## src/hdl/sp4q_pkg.sv

```systemverilog
// ----------------------------------------------------------------------------
// Strict-priority queue package
// Shared widths, codes and the command word passed from front to back.
// ----------------------------------------------------------------------------
package sp4q_pkg;

    localparam int NUM_CLASSES     = 4;
    localparam int CLASS_W         = 2;
    localparam int KIND_W          = 2;
    localparam int TCLASS_W        = 3;
    localparam int STATUS_W        = 3;
    localparam int PAYLOAD_W       = 32;
    localparam int DEF_QUEUE_DEPTH = 16;
    localparam int DEF_HANDLE_BITS = 32;

    // Request kinds as they arrive on the input channel.
    localparam logic [KIND_W-1:0] KIND_ENQ  = 2'd0;
    localparam logic [KIND_W-1:0] KIND_PEEK = 2'd1;
    localparam logic [KIND_W-1:0] KIND_DEQ  = 2'd2;

    // Result status codes.
    localparam logic [STATUS_W-1:0] ST_ADDED     = 3'd0;
    localparam logic [STATUS_W-1:0] ST_PEEKED    = 3'd1;
    localparam logic [STATUS_W-1:0] ST_COMPLETED = 3'd2;
    localparam logic [STATUS_W-1:0] ST_NONE      = 3'd3;
    localparam logic [STATUS_W-1:0] ST_INVALID   = 3'd4;
    localparam logic [STATUS_W-1:0] ST_FULL      = 3'd5;

    // Decoded operation carried through the command queue.
    typedef enum logic [1:0] {
        OP_ENQ  = 2'd0,
        OP_PEEK = 2'd1,
        OP_DEQ  = 2'd2,
        OP_BAD  = 2'd3
    } op_t;

    typedef struct packed {
        op_t                op;
        logic [CLASS_W-1:0] cls;
    } cmd_t;

endpackage

```

## src/hdl/sp4q_ifs.sv

```systemverilog
// ----------------------------------------------------------------------------
// Strict-priority queue channel interfaces
// Request and response channels with a valid/ready handshake.
// ----------------------------------------------------------------------------
interface sp4q_req_if;
    logic                            valid;
    logic                            ready;
    logic [sp4q_pkg::KIND_W-1:0]     kind;
    logic [sp4q_pkg::TCLASS_W-1:0]   task_class;
    logic [sp4q_pkg::PAYLOAD_W-1:0]  payload;

    modport source (output valid, kind, task_class, payload, input ready);
    modport sink   (input valid, kind, task_class, payload, output ready);
endinterface

interface sp4q_rsp_if;
    logic                            valid;
    logic                            ready;
    logic [sp4q_pkg::STATUS_W-1:0]   status;
    logic [sp4q_pkg::CLASS_W-1:0]    served_class;
    logic [sp4q_pkg::PAYLOAD_W-1:0]  entry_payload;

    modport source (output valid, status, served_class, entry_payload, input ready);
    modport sink   (input valid, status, served_class, entry_payload, output ready);
endinterface

```

## src/hdl/sp4q_ram.sv

```systemverilog
// ----------------------------------------------------------------------------
// Generic single-write RAM
// One write port and one read port with registered read data.
// ----------------------------------------------------------------------------
module sp4q_ram #(
    parameter int WIDTH = 32,
    parameter int DEPTH = 64
) (
    input  logic                     clk,
    input  logic                     we,
    input  logic [$clog2(DEPTH)-1:0] waddr,
    input  logic [WIDTH-1:0]         wdata,
    input  logic                     re,
    input  logic [$clog2(DEPTH)-1:0] raddr,
    output logic [WIDTH-1:0]         rdata
);

    logic [WIDTH-1:0] mem [DEPTH];
    logic [WIDTH-1:0] rdata_reg;

    always_ff @(posedge clk)
    begin
        if (we)
        begin
            mem[waddr] <= wdata;
        end
        if (re)
        begin
            rdata_reg <= mem[raddr];
        end
    end

    assign rdata = rdata_reg;

endmodule

```

## src/hdl/sp4q_front.sv

```systemverilog
// ----------------------------------------------------------------------------
// Strict-priority queue front end
// Takes request words and decodes them into commands for the back end.
// ----------------------------------------------------------------------------
module sp4q_front #(
    parameter int HANDLE_BITS = sp4q_pkg::DEF_HANDLE_BITS
) (
    sp4q_req_if.sink               req,
    output logic                   cmd_valid,
    input  logic                   cmd_ready,
    output sp4q_pkg::cmd_t         cmd,
    output logic [HANDLE_BITS-1:0] cmd_handle
);

    logic [HANDLE_BITS+sp4q_pkg::PAYLOAD_W-1:0] payload_ext;

    // Handles keep the low HANDLE_BITS bits of the payload, zero-padded if wider.
    assign payload_ext = {{HANDLE_BITS{1'b0}}, req.payload};
    assign cmd_handle  = payload_ext[HANDLE_BITS-1:0];

    assign cmd_valid = req.valid;
    assign req.ready = cmd_ready;

    always_comb
    begin
        cmd.cls = req.task_class[sp4q_pkg::CLASS_W-1:0];
        case (req.kind)
            sp4q_pkg::KIND_ENQ:
            begin
                if (req.task_class < sp4q_pkg::TCLASS_W'(sp4q_pkg::NUM_CLASSES))
                begin
                    cmd.op = sp4q_pkg::OP_ENQ;
                end
                else
                begin
                    cmd.op = sp4q_pkg::OP_BAD;
                end
            end
            sp4q_pkg::KIND_PEEK: cmd.op = sp4q_pkg::OP_PEEK;
            sp4q_pkg::KIND_DEQ:  cmd.op = sp4q_pkg::OP_DEQ;
            default:             cmd.op = sp4q_pkg::OP_BAD;
        endcase
    end

endmodule

```

## src/hdl/sp4q_cmd_fifo.sv

```systemverilog
// ----------------------------------------------------------------------------
// Strict-priority queue command FIFO
// Two-entry queue that decouples the front end from the back end.
// ----------------------------------------------------------------------------
module sp4q_cmd_fifo #(
    parameter int WIDTH = 36
) (
    input  logic             clk,
    input  logic             rst_n,
    input  logic             push_valid,
    output logic             push_ready,
    input  logic [WIDTH-1:0] push_data,
    output logic             pop_valid,
    input  logic             pop_ready,
    output logic [WIDTH-1:0] pop_data
);

    localparam int FIFO_DEPTH = 2;

    logic [WIDTH-1:0] slot_reg [FIFO_DEPTH];
    logic             wr_ptr_reg;
    logic             wr_ptr_next;
    logic             rd_ptr_reg;
    logic             rd_ptr_next;
    logic [1:0]       fill_reg;
    logic [1:0]       fill_next;
    logic             push;
    logic             pop;

    assign push_ready = (fill_reg != 2'(FIFO_DEPTH));
    assign pop_valid  = (fill_reg != 2'd0);
    assign pop_data   = slot_reg[rd_ptr_reg];
    assign push       = push_valid && push_ready;
    assign pop        = pop_valid && pop_ready;

    always_comb
    begin
        wr_ptr_next = push ? ~wr_ptr_reg : wr_ptr_reg;
        rd_ptr_next = pop ? ~rd_ptr_reg : rd_ptr_reg;
        fill_next   = fill_reg + 2'(push) - 2'(pop);
    end

    always_ff @(posedge clk or negedge rst_n)
    begin
        if (!rst_n)
        begin
            wr_ptr_reg <= 1'b0;
            rd_ptr_reg <= 1'b0;
            fill_reg   <= 2'd0;
        end
        else
        begin
            wr_ptr_reg <= wr_ptr_next;
            rd_ptr_reg <= rd_ptr_next;
            fill_reg   <= fill_next;
        end
    end

    always_ff @(posedge clk)
    begin
        if (push)
        begin
            slot_reg[wr_ptr_reg] <= push_data;
        end
    end

endmodule

```

## src/hdl/sp4q_back.sv

```systemverilog
// ----------------------------------------------------------------------------
// Strict-priority queue back end
// Holds the four class queues and executes one command at a time.
// ----------------------------------------------------------------------------
module sp4q_back #(
    parameter int QUEUE_DEPTH = sp4q_pkg::DEF_QUEUE_DEPTH,
    parameter int HANDLE_BITS = sp4q_pkg::DEF_HANDLE_BITS
) (
    input  logic                   clk,
    input  logic                   rst_n,
    input  logic                   cmd_valid,
    output logic                   cmd_ready,
    input  sp4q_pkg::cmd_t         cmd,
    input  logic [HANDLE_BITS-1:0] cmd_handle,
    sp4q_rsp_if.source             rsp
);

    localparam int PTR_W    = $clog2(QUEUE_DEPTH);
    localparam int CNT_W    = $clog2(QUEUE_DEPTH + 1);
    localparam int NCLS     = sp4q_pkg::NUM_CLASSES;
    localparam int CLS_W    = sp4q_pkg::CLASS_W;
    localparam int RAM_DEPTH = NCLS << PTR_W;
    localparam int ADDR_W   = CLS_W + PTR_W;

    typedef enum logic [1:0] {
        S_IDLE = 2'b01,
        S_READ = 2'b10
    } state_t;

    state_t                              state_reg, state_next;
    logic [PTR_W-1:0]                    head_reg [NCLS];
    logic [PTR_W-1:0]                    head_next [NCLS];
    logic [PTR_W-1:0]                    tail_reg [NCLS];
    logic [PTR_W-1:0]                    tail_next [NCLS];
    logic [CNT_W-1:0]                    cnt_reg [NCLS];
    logic [CNT_W-1:0]                    cnt_next [NCLS];
    logic [CLS_W-1:0]                    rd_class_reg, rd_class_next;
    logic                                rd_deq_reg, rd_deq_next;
    logic                                out_valid_reg, out_valid_next;
    logic [sp4q_pkg::STATUS_W-1:0]       out_status_reg, out_status_next;
    logic [CLS_W-1:0]                    out_class_reg, out_class_next;
    logic [sp4q_pkg::PAYLOAD_W-1:0]      out_payload_reg, out_payload_next;

    logic                                out_free;
    logic [CLS_W-1:0]                    pick;
    logic                                any_pending;
    logic                                ram_we;
    logic                                ram_re;
    logic [ADDR_W-1:0]                   ram_waddr;
    logic [ADDR_W-1:0]                   ram_raddr;
    logic [HANDLE_BITS-1:0]              ram_rdata;
    logic [HANDLE_BITS+sp4q_pkg::PAYLOAD_W-1:0] rdata_ext;

    function automatic logic [PTR_W-1:0] advance(input logic [PTR_W-1:0] p);
        return (p == PTR_W'(QUEUE_DEPTH - 1)) ? '0 : p + PTR_W'(1);
    endfunction

    sp4q_ram #(
        .WIDTH (HANDLE_BITS),
        .DEPTH (RAM_DEPTH)
    ) u_store (
        .clk   (clk),
        .we    (ram_we),
        .waddr (ram_waddr),
        .wdata (cmd_handle),
        .re    (ram_re),
        .raddr (ram_raddr),
        .rdata (ram_rdata)
    );

    assign rdata_ext = {{sp4q_pkg::PAYLOAD_W{1'b0}}, ram_rdata};

    // Strict priority: the lowest-numbered class with entries wins.
    always_comb
    begin
        pick        = '0;
        any_pending = 1'b0;
        for (int c = NCLS - 1; c >= 0; c--)
        begin
            if (cnt_reg[c] != '0)
            begin
                pick        = CLS_W'(c);
                any_pending = 1'b1;
            end
        end
    end

    assign out_free  = !out_valid_reg || rsp.ready;
    assign cmd_ready = (state_reg == S_IDLE) && out_free;
    assign ram_waddr = {cmd.cls, tail_reg[cmd.cls]};
    assign ram_raddr = {pick, head_reg[pick]};

    always_comb
    begin
        state_next       = state_reg;
        head_next        = head_reg;
        tail_next        = tail_reg;
        cnt_next         = cnt_reg;
        rd_class_next    = rd_class_reg;
        rd_deq_next      = rd_deq_reg;
        out_valid_next   = out_valid_reg && !rsp.ready;
        out_status_next  = out_status_reg;
        out_class_next   = out_class_reg;
        out_payload_next = out_payload_reg;
        ram_we           = 1'b0;
        ram_re           = 1'b0;

        case (state_reg)
            S_IDLE:
            begin
                if (cmd_valid && out_free)
                begin
                    case (cmd.op)
                        sp4q_pkg::OP_ENQ:
                        begin
                            out_valid_next   = 1'b1;
                            out_class_next   = cmd.cls;
                            out_payload_next = '0;
                            if (cnt_reg[cmd.cls] == CNT_W'(QUEUE_DEPTH))
                            begin
                                out_status_next = sp4q_pkg::ST_FULL;
                            end
                            else
                            begin
                                out_status_next     = sp4q_pkg::ST_ADDED;
                                ram_we              = 1'b1;
                                tail_next[cmd.cls]  = advance(tail_reg[cmd.cls]);
                                cnt_next[cmd.cls]   = cnt_reg[cmd.cls] + CNT_W'(1);
                            end
                        end
                        sp4q_pkg::OP_PEEK, sp4q_pkg::OP_DEQ:
                        begin
                            if (any_pending)
                            begin
                                ram_re        = 1'b1;
                                rd_class_next = pick;
                                rd_deq_next   = (cmd.op == sp4q_pkg::OP_DEQ);
                                state_next    = S_READ;
                            end
                            else
                            begin
                                out_valid_next   = 1'b1;
                                out_status_next  = sp4q_pkg::ST_NONE;
                                out_class_next   = '0;
                                out_payload_next = '0;
                            end
                        end
                        default:
                        begin
                            out_valid_next   = 1'b1;
                            out_status_next  = sp4q_pkg::ST_INVALID;
                            out_class_next   = '0;
                            out_payload_next = '0;
                        end
                    endcase
                end
            end
            S_READ:
            begin
                out_valid_next   = 1'b1;
                out_class_next   = rd_class_reg;
                out_payload_next = rdata_ext[sp4q_pkg::PAYLOAD_W-1:0];
                if (rd_deq_reg)
                begin
                    out_status_next         = sp4q_pkg::ST_COMPLETED;
                    head_next[rd_class_reg] = advance(head_reg[rd_class_reg]);
                    cnt_next[rd_class_reg]  = cnt_reg[rd_class_reg] - CNT_W'(1);
                end
                else
                begin
                    out_status_next = sp4q_pkg::ST_PEEKED;
                end
                state_next = S_IDLE;
            end
            default:
            begin
                state_next = S_IDLE;
            end
        endcase
    end

    always_ff @(posedge clk or negedge rst_n)
    begin
        if (!rst_n)
        begin
            state_reg     <= S_IDLE;
            out_valid_reg <= 1'b0;
            rd_class_reg  <= '0;
            rd_deq_reg    <= 1'b0;
            for (int c = 0; c < NCLS; c++)
            begin
                head_reg[c] <= '0;
                tail_reg[c] <= '0;
                cnt_reg[c]  <= '0;
            end
        end
        else
        begin
            state_reg     <= state_next;
            out_valid_reg <= out_valid_next;
            rd_class_reg  <= rd_class_next;
            rd_deq_reg    <= rd_deq_next;
            head_reg      <= head_next;
            tail_reg      <= tail_next;
            cnt_reg       <= cnt_next;
        end
    end

    always_ff @(posedge clk)
    begin
        out_status_reg  <= out_status_next;
        out_class_reg   <= out_class_next;
        out_payload_reg <= out_payload_next;
    end

    assign rsp.valid         = out_valid_reg;
    assign rsp.status        = out_status_reg;
    assign rsp.served_class  = out_class_reg;
    assign rsp.entry_payload = out_payload_reg;

`ifndef SYNTHESIS
    a_read_has_free_output: assert property (@(posedge clk) disable iff (!rst_n)
        (state_reg == S_READ) |-> !out_valid_reg)
        else $error("memory read finishing while the output register is occupied");

    a_deq_has_entry: assert property (@(posedge clk) disable iff (!rst_n)
        (state_reg == S_READ && rd_deq_reg) |-> (cnt_reg[rd_class_reg] != '0))
        else $error("dequeue from an empty class queue");

    a_deq_decrements: assert property (@(posedge clk) disable iff (!rst_n)
        (state_reg == S_READ && rd_deq_reg) |=>
        (cnt_reg[$past(rd_class_reg)] == $past(cnt_reg[rd_class_reg]) - CNT_W'(1)))
        else $error("dequeue did not lower the class entry count");

    a_count_bound: assert property (@(posedge clk) disable iff (!rst_n)
        (cnt_reg[0] <= CNT_W'(QUEUE_DEPTH)) && (cnt_reg[1] <= CNT_W'(QUEUE_DEPTH)) &&
        (cnt_reg[2] <= CNT_W'(QUEUE_DEPTH)) && (cnt_reg[3] <= CNT_W'(QUEUE_DEPTH)))
        else $error("class entry count beyond queue depth");
`endif

endmodule

```

## src/hdl/four_class_strict_priority_queue.sv

```systemverilog
// ----------------------------------------------------------------------------
// Four-class strict-priority queue
// Four FIFO queues of task handles served strictly by class priority.
// ----------------------------------------------------------------------------
//
//  Channel | Direction | Word contents
//  --------+-----------+----------------------------------------------
//  req     | in        | kind, task_class, payload
//  rsp     | out       | status, served_class, entry_payload
//
//  An enqueue, an invalid request or a read with nothing pending is answered
//  from the idle state in the back end; a peek or dequeue of a stored entry
//  passes through a read state, for the registered read of the entry memory.
//  A word reaches the back end through a two-entry command queue, so the
//  front end keeps taking up to two words while a result waits.
//  Reset clears pointers and counts at once; the entry memory is not cleared.
//
// The front end decodes each request word into a command (enqueue, peek,
// dequeue, or invalid for an unknown kind or an enqueue to an unknown
// class). The command queue holds up to two decoded words. The back end
// owns the per-class head and tail pointers, the entry counts and the shared
// entry memory, in which class c occupies the rows {c, pointer}. Every request
// gives exactly one result word. Only entries that were written are ever read,
// so the memory needs no clearing pass.
//
module four_class_strict_priority_queue #(
    parameter int QUEUE_DEPTH = sp4q_pkg::DEF_QUEUE_DEPTH,
    parameter int HANDLE_BITS = sp4q_pkg::DEF_HANDLE_BITS
) (
    input  logic       clk,
    input  logic       rst_n,
    sp4q_req_if.sink   req,
    sp4q_rsp_if.source rsp
);

    // A command word is the decoded operation and class, followed by the handle.
    localparam int CMD_BITS = $bits(sp4q_pkg::cmd_t) + HANDLE_BITS;

    logic                   front_valid;
    logic                   front_ready;
    sp4q_pkg::cmd_t         front_cmd;
    logic [HANDLE_BITS-1:0] front_handle;
    logic                   back_valid;
    logic                   back_ready;
    logic [CMD_BITS-1:0]    back_word;
    sp4q_pkg::cmd_t         back_cmd;
    logic [HANDLE_BITS-1:0] back_handle;

    sp4q_front #(
        .HANDLE_BITS (HANDLE_BITS)
    ) u_front (
        .req        (req),
        .cmd_valid  (front_valid),
        .cmd_ready  (front_ready),
        .cmd        (front_cmd),
        .cmd_handle (front_handle)
    );

    sp4q_cmd_fifo #(
        .WIDTH (CMD_BITS)
    ) u_cmd_fifo (
        .clk        (clk),
        .rst_n      (rst_n),
        .push_valid (front_valid),
        .push_ready (front_ready),
        .push_data  ({front_cmd, front_handle}),
        .pop_valid  (back_valid),
        .pop_ready  (back_ready),
        .pop_data   (back_word)
    );

    // Split the queued word back into its command and handle parts.
    assign back_cmd    = sp4q_pkg::cmd_t'(back_word[CMD_BITS-1:HANDLE_BITS]);
    assign back_handle = back_word[HANDLE_BITS-1:0];

    sp4q_back #(
        .QUEUE_DEPTH (QUEUE_DEPTH),
        .HANDLE_BITS (HANDLE_BITS)
    ) u_back (
        .clk        (clk),
        .rst_n      (rst_n),
        .cmd_valid  (back_valid),
        .cmd_ready  (back_ready),
        .cmd        (back_cmd),
        .cmd_handle (back_handle),
        .rsp        (rsp)
    );

endmodule

```

## src/flat_wrapper.sv

```systemverilog
// flat-port wrapper written by rule: the top's interface ports become plain ports
module four_class_strict_priority_queue_flat 
#(
    parameter int QUEUE_DEPTH = sp4q_pkg::DEF_QUEUE_DEPTH,
    parameter int HANDLE_BITS = sp4q_pkg::DEF_HANDLE_BITS
)
  (clk, rst_n, req_valid, req_kind, req_task_class, req_payload, req_ready, rsp_valid, rsp_status, rsp_served_class, rsp_entry_payload, rsp_ready);
  sp4q_req_if req_i ();
  sp4q_rsp_if rsp_i ();
  input  logic clk;
  input  logic rst_n;
  input wire logic [$bits(req_i.valid)-1:0] req_valid;
  input wire logic [$bits(req_i.kind)-1:0] req_kind;
  input wire logic [$bits(req_i.task_class)-1:0] req_task_class;
  input wire logic [$bits(req_i.payload)-1:0] req_payload;
  output wire logic [$bits(req_i.ready)-1:0] req_ready;
  output wire logic [$bits(rsp_i.valid)-1:0] rsp_valid;
  output wire logic [$bits(rsp_i.status)-1:0] rsp_status;
  output wire logic [$bits(rsp_i.served_class)-1:0] rsp_served_class;
  output wire logic [$bits(rsp_i.entry_payload)-1:0] rsp_entry_payload;
  input wire logic [$bits(rsp_i.ready)-1:0] rsp_ready;
  assign req_i.valid = req_valid;
  assign req_i.kind = req_kind;
  assign req_i.task_class = req_task_class;
  assign req_i.payload = req_payload;
  assign req_ready = req_i.ready;
  assign rsp_valid = rsp_i.valid;
  assign rsp_status = rsp_i.status;
  assign rsp_served_class = rsp_i.served_class;
  assign rsp_entry_payload = rsp_i.entry_payload;
  assign rsp_i.ready = rsp_ready;
  four_class_strict_priority_queue #(.QUEUE_DEPTH(QUEUE_DEPTH), .HANDLE_BITS(HANDLE_BITS)) u_core (.clk(clk), .rst_n(rst_n), .req(req_i), .rsp(rsp_i));
endmodule
```

## config.mk

```make
export PLATFORM = sky130hd
export DESIGN_NAME = four_class_strict_priority_queue_flat
export DESIGN_NICKNAME = d
export VERILOG_FILES = /design/src/hdl/sp4q_pkg.sv /design/src/hdl/sp4q_ifs.sv /design/src/hdl/sp4q_ram.sv /design/src/hdl/sp4q_front.sv /design/src/hdl/sp4q_cmd_fifo.sv /design/src/hdl/sp4q_back.sv /design/src/hdl/four_class_strict_priority_queue.sv /design/src/flat_wrapper.sv
export SDC_FILE = /design/constraint.sdc
export NUM_CORES = 2
export LEC_CHECK = 0
export ABC_CLOCK_PERIOD_IN_PS = 13700
export BUFFER_PORTS_ARGS = -buffer_cell sky130_fd_sc_hd__buf_2
export CORE_ASPECT_RATIO = 1.2
export CORE_MARGIN = 2
export CORE_UTILIZATION = 25
export CTS_CLUSTER_DIAMETER = 60
export DETAILED_ROUTE_END_ITERATION = 6
export HOLD_SLACK_MARGIN = 0.03
export PLACE_DENSITY_LB_ADDON = 0.12
export SYNTH_ARGS = -nofsm -noshare
export SYNTH_HDL_FRONTEND = slang
export SYNTH_SLANG_ARGS = --single-unit
```

## constraint.sdc

```tcl
create_clock -name clk -period 13.7 [get_ports clk]
set_input_delay 2.055 -clock clk [delete_from_list [all_inputs] [get_ports clk]]
set_output_delay 2.055 -clock clk [all_outputs]
set_load 0.05 [all_outputs]
```

After elaboration in Yosys (flattened, before gate mapping)

Memory sizes are Yosys's and may differ from the RTL's. A register that Yosys moved wholly into a read port is not among the register bits.
Cells that the tools add are included.

Bitwise logic cells: 6
Shift-type cells: 0
Magnitude comparators: 6
$mul: 0
Mux-type cells: 78
Eq/ne operators: 17
Add/subtract/negate cells: 6
Reductions and logical operators: 25
Divide/modulo/power cells: 0

Operators with widths:

| kind                                                          | number |
|---|---|
| 32-bit 2-to-1 mux                                             | 3 |
| 20-bit 2-to-1 mux                                             | 4 |
| 32-bit one-hot mux with 2 select lines                        | 1 |
| 20-bit bitwise mux                                            | 2 |
| 4-bit 2-to-1 mux                                              | 10 |
| 20-bit one-hot mux with 2 select lines                        | 1 |
| 16-bit bitwise mux                                            | 2 |
| 5-bit 2-to-1 mux                                              | 6 |
| 4-bit binary-select mux with 2-bit select                     | 3 |
| 2-bit 2-to-1 mux                                              | 12 |
| 5-bit binary-select mux with 2-bit select                     | 2 |
| 5-bit demux with 2-bit select                                 | 2 |
| 5-bit nonzero test                                            | 4 |
| 1-bit 2-to-1 mux                                              | 19 |
| 4-bit demux with 2-bit select                                 | 2 |
| 3-bit one-hot mux with 2 select lines                         | 2 |
| 3-bit greater-or-equal comparator, second input constant      | 3 |
| 3-bit 2-to-1 mux                                              | 3 |
| 2-bit NOT with 3-bit output                                   | 3 |
| 4-bit by 1-bit adder with 4-bit output, second input constant | 2 |
| 4-bit == test, second input constant                          | 2 |
| 2-bit != test, second input constant                          | 4 |
| 2-bit one-hot mux with 2 select lines                         | 2 |
| 4-bit AND reduction                                           | 2 |
| other kinds (23)                                              | 42 |

Bits in read-only memories: 0
Input port bits: 41
Bits in registers: 99
Memories: 2
Output and inout bits: 39
Logic and storage cells: 162
Bits in latches: 0
Bits in writable memories: 2120

Memories:

| name                       | words | bits a word | rd ports | clocked after memory_dff | write ports | line                | source |
|---|---|---|---|---|---|---|---|
| u_core.u_back.u_store.mem  | 64    | 32          | 1        | 1                        | 1           | sp4q_ram.sv:18      | `logic [WIDTH-1:0] mem [DEPTH];` |
| u_core.u_cmd_fifo.slot_reg | 2     | 36          | 1        | 0                        | 1           | sp4q_cmd_fifo.sv:20 | `logic [WIDTH-1:0] slot_reg [FIFO_DEPTH];` |

Logic depth before layout (Yosys ltp)

An unclocked memory read counts as a cell.

Word-level depth: 12
Gate-level depth with buffers: 16
Mapped depth without buffers: 10

By module

Synthesis repeated with hierarchy kept, for this count alone.

Cells, all modules: 3914
Area total of the unflattened synthesis: 86745.7 um2

By module, submodules not included:

| module        | area an instance (um2) | times used | seq. area each (um2) | cells an instance |
|---|---|---|---|---|
| sp4q_ram      | 78675.5                | 1          | 62459.9              | 3361 |
| sp4q_back     | 4855.9                 | 1          | 2563.7               | 384 |
| sp4q_cmd_fifo | 2920.3                 | 1          | 2262.2               | 129 |
| sp4q_front    | 294.0                  | 1          | 0.0                  | 40 |

Worst setup path before layout

OpenSTA, ideal clock, no wires.

Path kind: in2reg
Start point: input rsp_ready
End point: memory u_core.u_back.u_store.mem[28][0] (enable)
Setup slack: 6789 ps
Arrival: 6398 ps
Setup time: 513 ps
Buffers on the path: 1
Stages on the path: 7
Data required time: 13187 ps
Cell sequence: nand2b_1 o21a_1 and2_1 clkbuf_1 and3_1 nand3_1 nor4b_1

Word-level cells in the longest chain between the ends: 6

RTL lines:

| item                                   | line               | source |
|---|---|---|
| from (decl)                            | flat_wrapper.sv:21 | `input wire logic [$bits(rsp_i.ready)-1:0] rsp_ready;` |
| 1-bit logical OR                       | sp4q_back.sv:88    | `assign out_free = !out_valid_reg \|\| rsp.ready;` |
| 1-bit logical AND                      | sp4q_back.sv:111   | `if (cmd_valid && out_free)` |
| 1-bit 2-to-1 mux                       | sp4q_back.sv:111   |  |
| 1-bit 2-to-1 mux                       | sp4q_back.sv:108   | `case (state_reg)` |
| 1-bit 2-to-1 mux                       | sp4q_ram.sv:23     | `if (we)` |
| 1-bit 2-to-1 mux (implied by the code) | sp4q_ram.sv:25     | `mem[waddr] <= wdata;` |
| to (decl)                              | sp4q_ram.sv:18     |  |

No other way between the ends.

Worst setup path in the final report

Start point: register u_core.u_back.cnt_reg[16] in the netlist's numbering
End point: register u_core.u_back.u_store.rdata_reg[6], in the netlist u_core.u_back.u_store.rdata[6] (read register of u_core.u_back.u_store.mem) (data pin)

Word-level cells in the longest chain between the ends: 6
Elaborated cells between the ends (all ways): 11
Those cells by class: mux (9); bitwise (1); reduce/logical (1)

RTL lines:

| item                                                                                         | line                              | source |
|---|---|---|
| from (decl)                                                                                  | sp4q_back.sv:35                   | `logic [CNT_W-1:0] cnt_reg [NCLS];` |
| from (signal assigned)                                                                       | sp4q_back.sv:205                  | `cnt_reg <= cnt_next;` |
| 5-bit nonzero test *                                                                         | sp4q_back.sv:80                   | `if (cnt_reg[c] != '0)` |
| 2-bit 2-to-1 mux / 1-bit 2-to-1 mux (equally long branches)                                  | sp4q_back.sv:80                   |  |
| 2-bit NOT with 3-bit output (implied by the code) / 1-bit 2-to-1 mux (equally long branches) | sp4q_back.sv:91, sp4q_back.sv:133 |  |
| 4-bit binary-select mux with 2-bit select / 1-bit 2-to-1 mux (equally long branches)         | sp4q_back.sv:91, sp4q_back.sv:113 |  |
| 4-bit 2-to-1 mux (implied by the code) / 1-bit 2-to-1 mux (equally long branches)            | sp4q_back.sv:91, sp4q_back.sv:111 |  |
| 4-bit 2-to-1 mux (implied by the code) / 1-bit 2-to-1 mux (equally long branches)            | sp4q_back.sv:91, sp4q_back.sv:108 |  |
| to (decl)                                                                                    | sp4q_ram.sv:19                    | `logic [WIDTH-1:0] rdata_reg;` |

Mark *: on every way between the ends. The rest lies on a longest branch, timed or not. The select of a mux whose other input is x is not followed.
A chain may end at the register's enable or synchronous reset.

==> summary.json <==
{
  "status": "finished, final reports clean",
  "grt.total_usage_pct": 18.89,
  "synth_xor_area_share_pct": 0.1169,
  "post_synth_net_total": 5888,
  "number_of_different_library_cells_in_the_post_synthesis_netlist": 102,
  "pwr_density_cell_nw_per_um2": 256.6,
  "core_area_um2": 358500,
  "die-area_um2": 364400,
  "avgViaCountPerCell": 4.906,
  "final-max-slew-violation-count": 0,
  "synthSimpleGateAreaFrac_pct": 9.177,
  "postSynth.topFlopCell": "edfxtp_1",
  "route.vias.total": 53889,
  "routedWlPerCell_um": 31.96,
  "final_layout_size_suffix_gt1_share_pct": 14.09,
  "share_seq_of_total_power_pct": 33.4,
  "fmax_achieved_mhz": 146.9,
  "yosys_warnings": 0,
  "worst-slew-pin-transition_ps": 1359,
  "ioPinCount": 80,
  "drt_first_iter_violations": 5211,
  "worst_hold_startpoint": "u_core.u_back.tail_reg[14]",
  "arrival_ps": 7410,
  "cap_viol_max_count": 0,
  "clkSlewWorstSetupHoldPaths_ps": 60,
  "fp.dieH_um": 660.9,
  "fillCellCount": 35636,
  "clock_tree.buffer_depth": 4,
  "gp_routability_congestion": 0.7886,
  "timing.max_slew.rel_slack_pct": 9.401,
  "postSynthRegisterBits": 2251,
  "synth.largest_area_cell": "edfxtp_1",
  "post_synth_fa_ha_maj_area_fraction_pct": 0.1670,
  "setup-tns-final_ps": 0,
  "cts-buffers-inserted": 272,
  "min_path_type": "reg -> reg",
  "post_syn_area_um2": 89890,
  "cp_data_required_time_ps": 14310,
  "cp-start-kind": "flip-flop",
  "synth-edff-count": 2189,
  "yosys-top-cells-area": "edfxtp_1, mux2i_1, nand2_1, nand3_1, dfrtp_1",
  "timing_hold_violations_final": 0,
  "cts_resized": 0,
  "grt_start_max_net_pins": 121,
  "initial_antenna_violation_count": 24,
  "nNetsFinal": 6082,
  "areaGrowthSynthToFinish_pct": 16.47,
  "antenna_left": 0,
  "asyncSetResetFlopFracSynth_pct": 2.754,
  "clock_tree_from_tritoncts": "built",
  "cts_hold_buffers": 0,
  "area_occupied_by_multi_input_gates_um2": 21070,
  "fraction_of_power_spent_switching_nets_pct": 41.68,
  "mean_instance_size_in_the_synthesized_netlist_um2": 15.41,
  "largest_register_ffs": 2048,
  "final.min_clock_period_ps": 6805,
  "share_clk_of_total_power_pct": 25.5,
  "grt_setup_unrepaired": "false",
  "die-width_um": 551.4,
  "place_hpwl_um": 194800,
  "clock-skew-final_ps": 37.46,
  "syn_inst": 5835,
  "power.combinational.fraction_pct": 41.1,
  "cp-startpoint": "u_core.u_back.cnt_reg[16]",
  "timing.critical_path.to_type": "flip-flop",
  "clock_tree.htree_level_count": 5,
  "worstSetupPathType": "reg -> reg",
  "internal_power_mw": 15.67,
  "initial_core_util_pct": 25.07,
  "placement.io_buffers": 79,
  "timing.hold.ws_ps": 481.6,
  "worst_path_max_fanout": 48,
  "synth_area_in_compound_gates_pct": 6.052,
  "synthDominantCellAreaShare_pct": 73.13,
  "drtPass1Iterations": 7,
  "cts_setup_buffers": 0,
  "layout.area.seq_um2": 67290,
  "clk-insertion-delay-late_ps": 880,
  "reg2reg_from": "u_core.u_back.cnt_reg[16]",
  "p_sw_mw": 11.20,
  "grt-ovfl-total": 0,
  "yosysMostFrequentCell": "edfxtp_1",
  "post_synth_most_frequent_cells": "edfxtp_1, nand2_1, nand3_1",
  "synth_top_family_by_area": "simple AND/OR/NAND/NOR gates",
  "worst_ir_drop_vdd_mv": 0.4232,
  "synth_seq_area_share_pct": 74.85,
  "total_leakage_power_nw": 33.84,
  "via_count_of_the_first_global_routing_pass": 53872,
  "route.final.wire_length_um": 351100,
  "period_share_pct": 49.67,
  "synth_mux_area_share_pct": 7.223,
  "timing.final.setup_violations": 0,
  "grt_pass1_wl_um": 476200,
  "clockRootBuffer": "clkbuf_16",
  "cts.sink_count": 2251,
  "row_count": 241,
  "drc_errors": 0
}
[worst max-delay path: stages, from the launching register on]
cell,delay (ps)
dfrtp_1,420
nor3_1,470
nand2_1,360
a311oi_1,630
a21oi_4,30
buf_4,400
nor2_4,960
buf_4,610
buf_4,860
a221oi_1,410
nor4_1,680
o32ai_1,180
or3_1,340
[cell families after synthesis]
family          Yosys count
simple gates           1875
flops                  2251
compound gates          735
buf+inv                 400
xor+xnor                 12
fa+ha+maj                12
mux                     550
[layer usage]
metal	routed length, µm	track usage, %
met5	0	0
met4	9714	5.378
met3	15560	2.145
met2	175300	32.69
met1	150500	24.78
[stage by stage]
stage	cells	utilization (%)	worst slack (ps)	total power [mW]	area [µm²]
finish	10985	29.20	6895	26.86	104700
global route	10980	29.20	6715	28.05	104700
CTS	10962	29.19	6847	27.27	104600
detailed placement	10493	26.92	6851	20.37	96510
global placement	10493	26.92	6957	20.34	96510
floorplan	5835	-	6789	15.84	89890
[area by class of cell]
class | count | area share (%)
clock inverters | 103 | 0.6668
repair buffers | 279 | 1.967
multi-input cells | 3184 | 20.13
clock buffers | 366 | 7.102
flip-flops and latches | 2251 | 64.27
diodes | 23 | 0.05497
inverters | 41 | 0.1470
well taps | 4738 | 5.662
[worst paths after layout]
kind | end | slack (ps) | depth (start not counted)
setup reg to reg | u_core.u_back.u_store.rdata[6] | 6890 | 12
min in group asynchronous | u_core.u_cmd_fifo.fill_reg[1] | 1370 | 2
hold / removal | u_core.u_back.tail_reg[14] | 480 | 2
hold reg to reg | u_core.u_back.tail_reg[14] | 480 | 2
setup / recovery | u_core.u_back.u_store.rdata[6] | 6890 | 12
max in group asynchronous | u_core.u_cmd_fifo.rd_ptr_reg | 11680 | 2
[cell usage in the layout (no fill, tap or decap), drive strengths merged, types with 61 or more instances in the layout]
cell and count:
mux4 68, dfrtp 61, clkinv 82, clkbuf 366, nor2 114, a21oi 169
mux2i 430, edfxtp 2189, a221oi 83, nand2 1100, o21ai 81, nand3 451
buf 279
[power groups by stage]
stage	combinational, mW	sequential [mW]	clock [mW]
finish	11.0	8.97	6.85
global route	11.8	9.00	7.26
CTS	11.3	8.98	7.01
detailed placement	11.3	9.12	0
global placement	11.2	9.12	0
floorplan	6.66	9.18	0
Power figures use the tool's default switching activity.
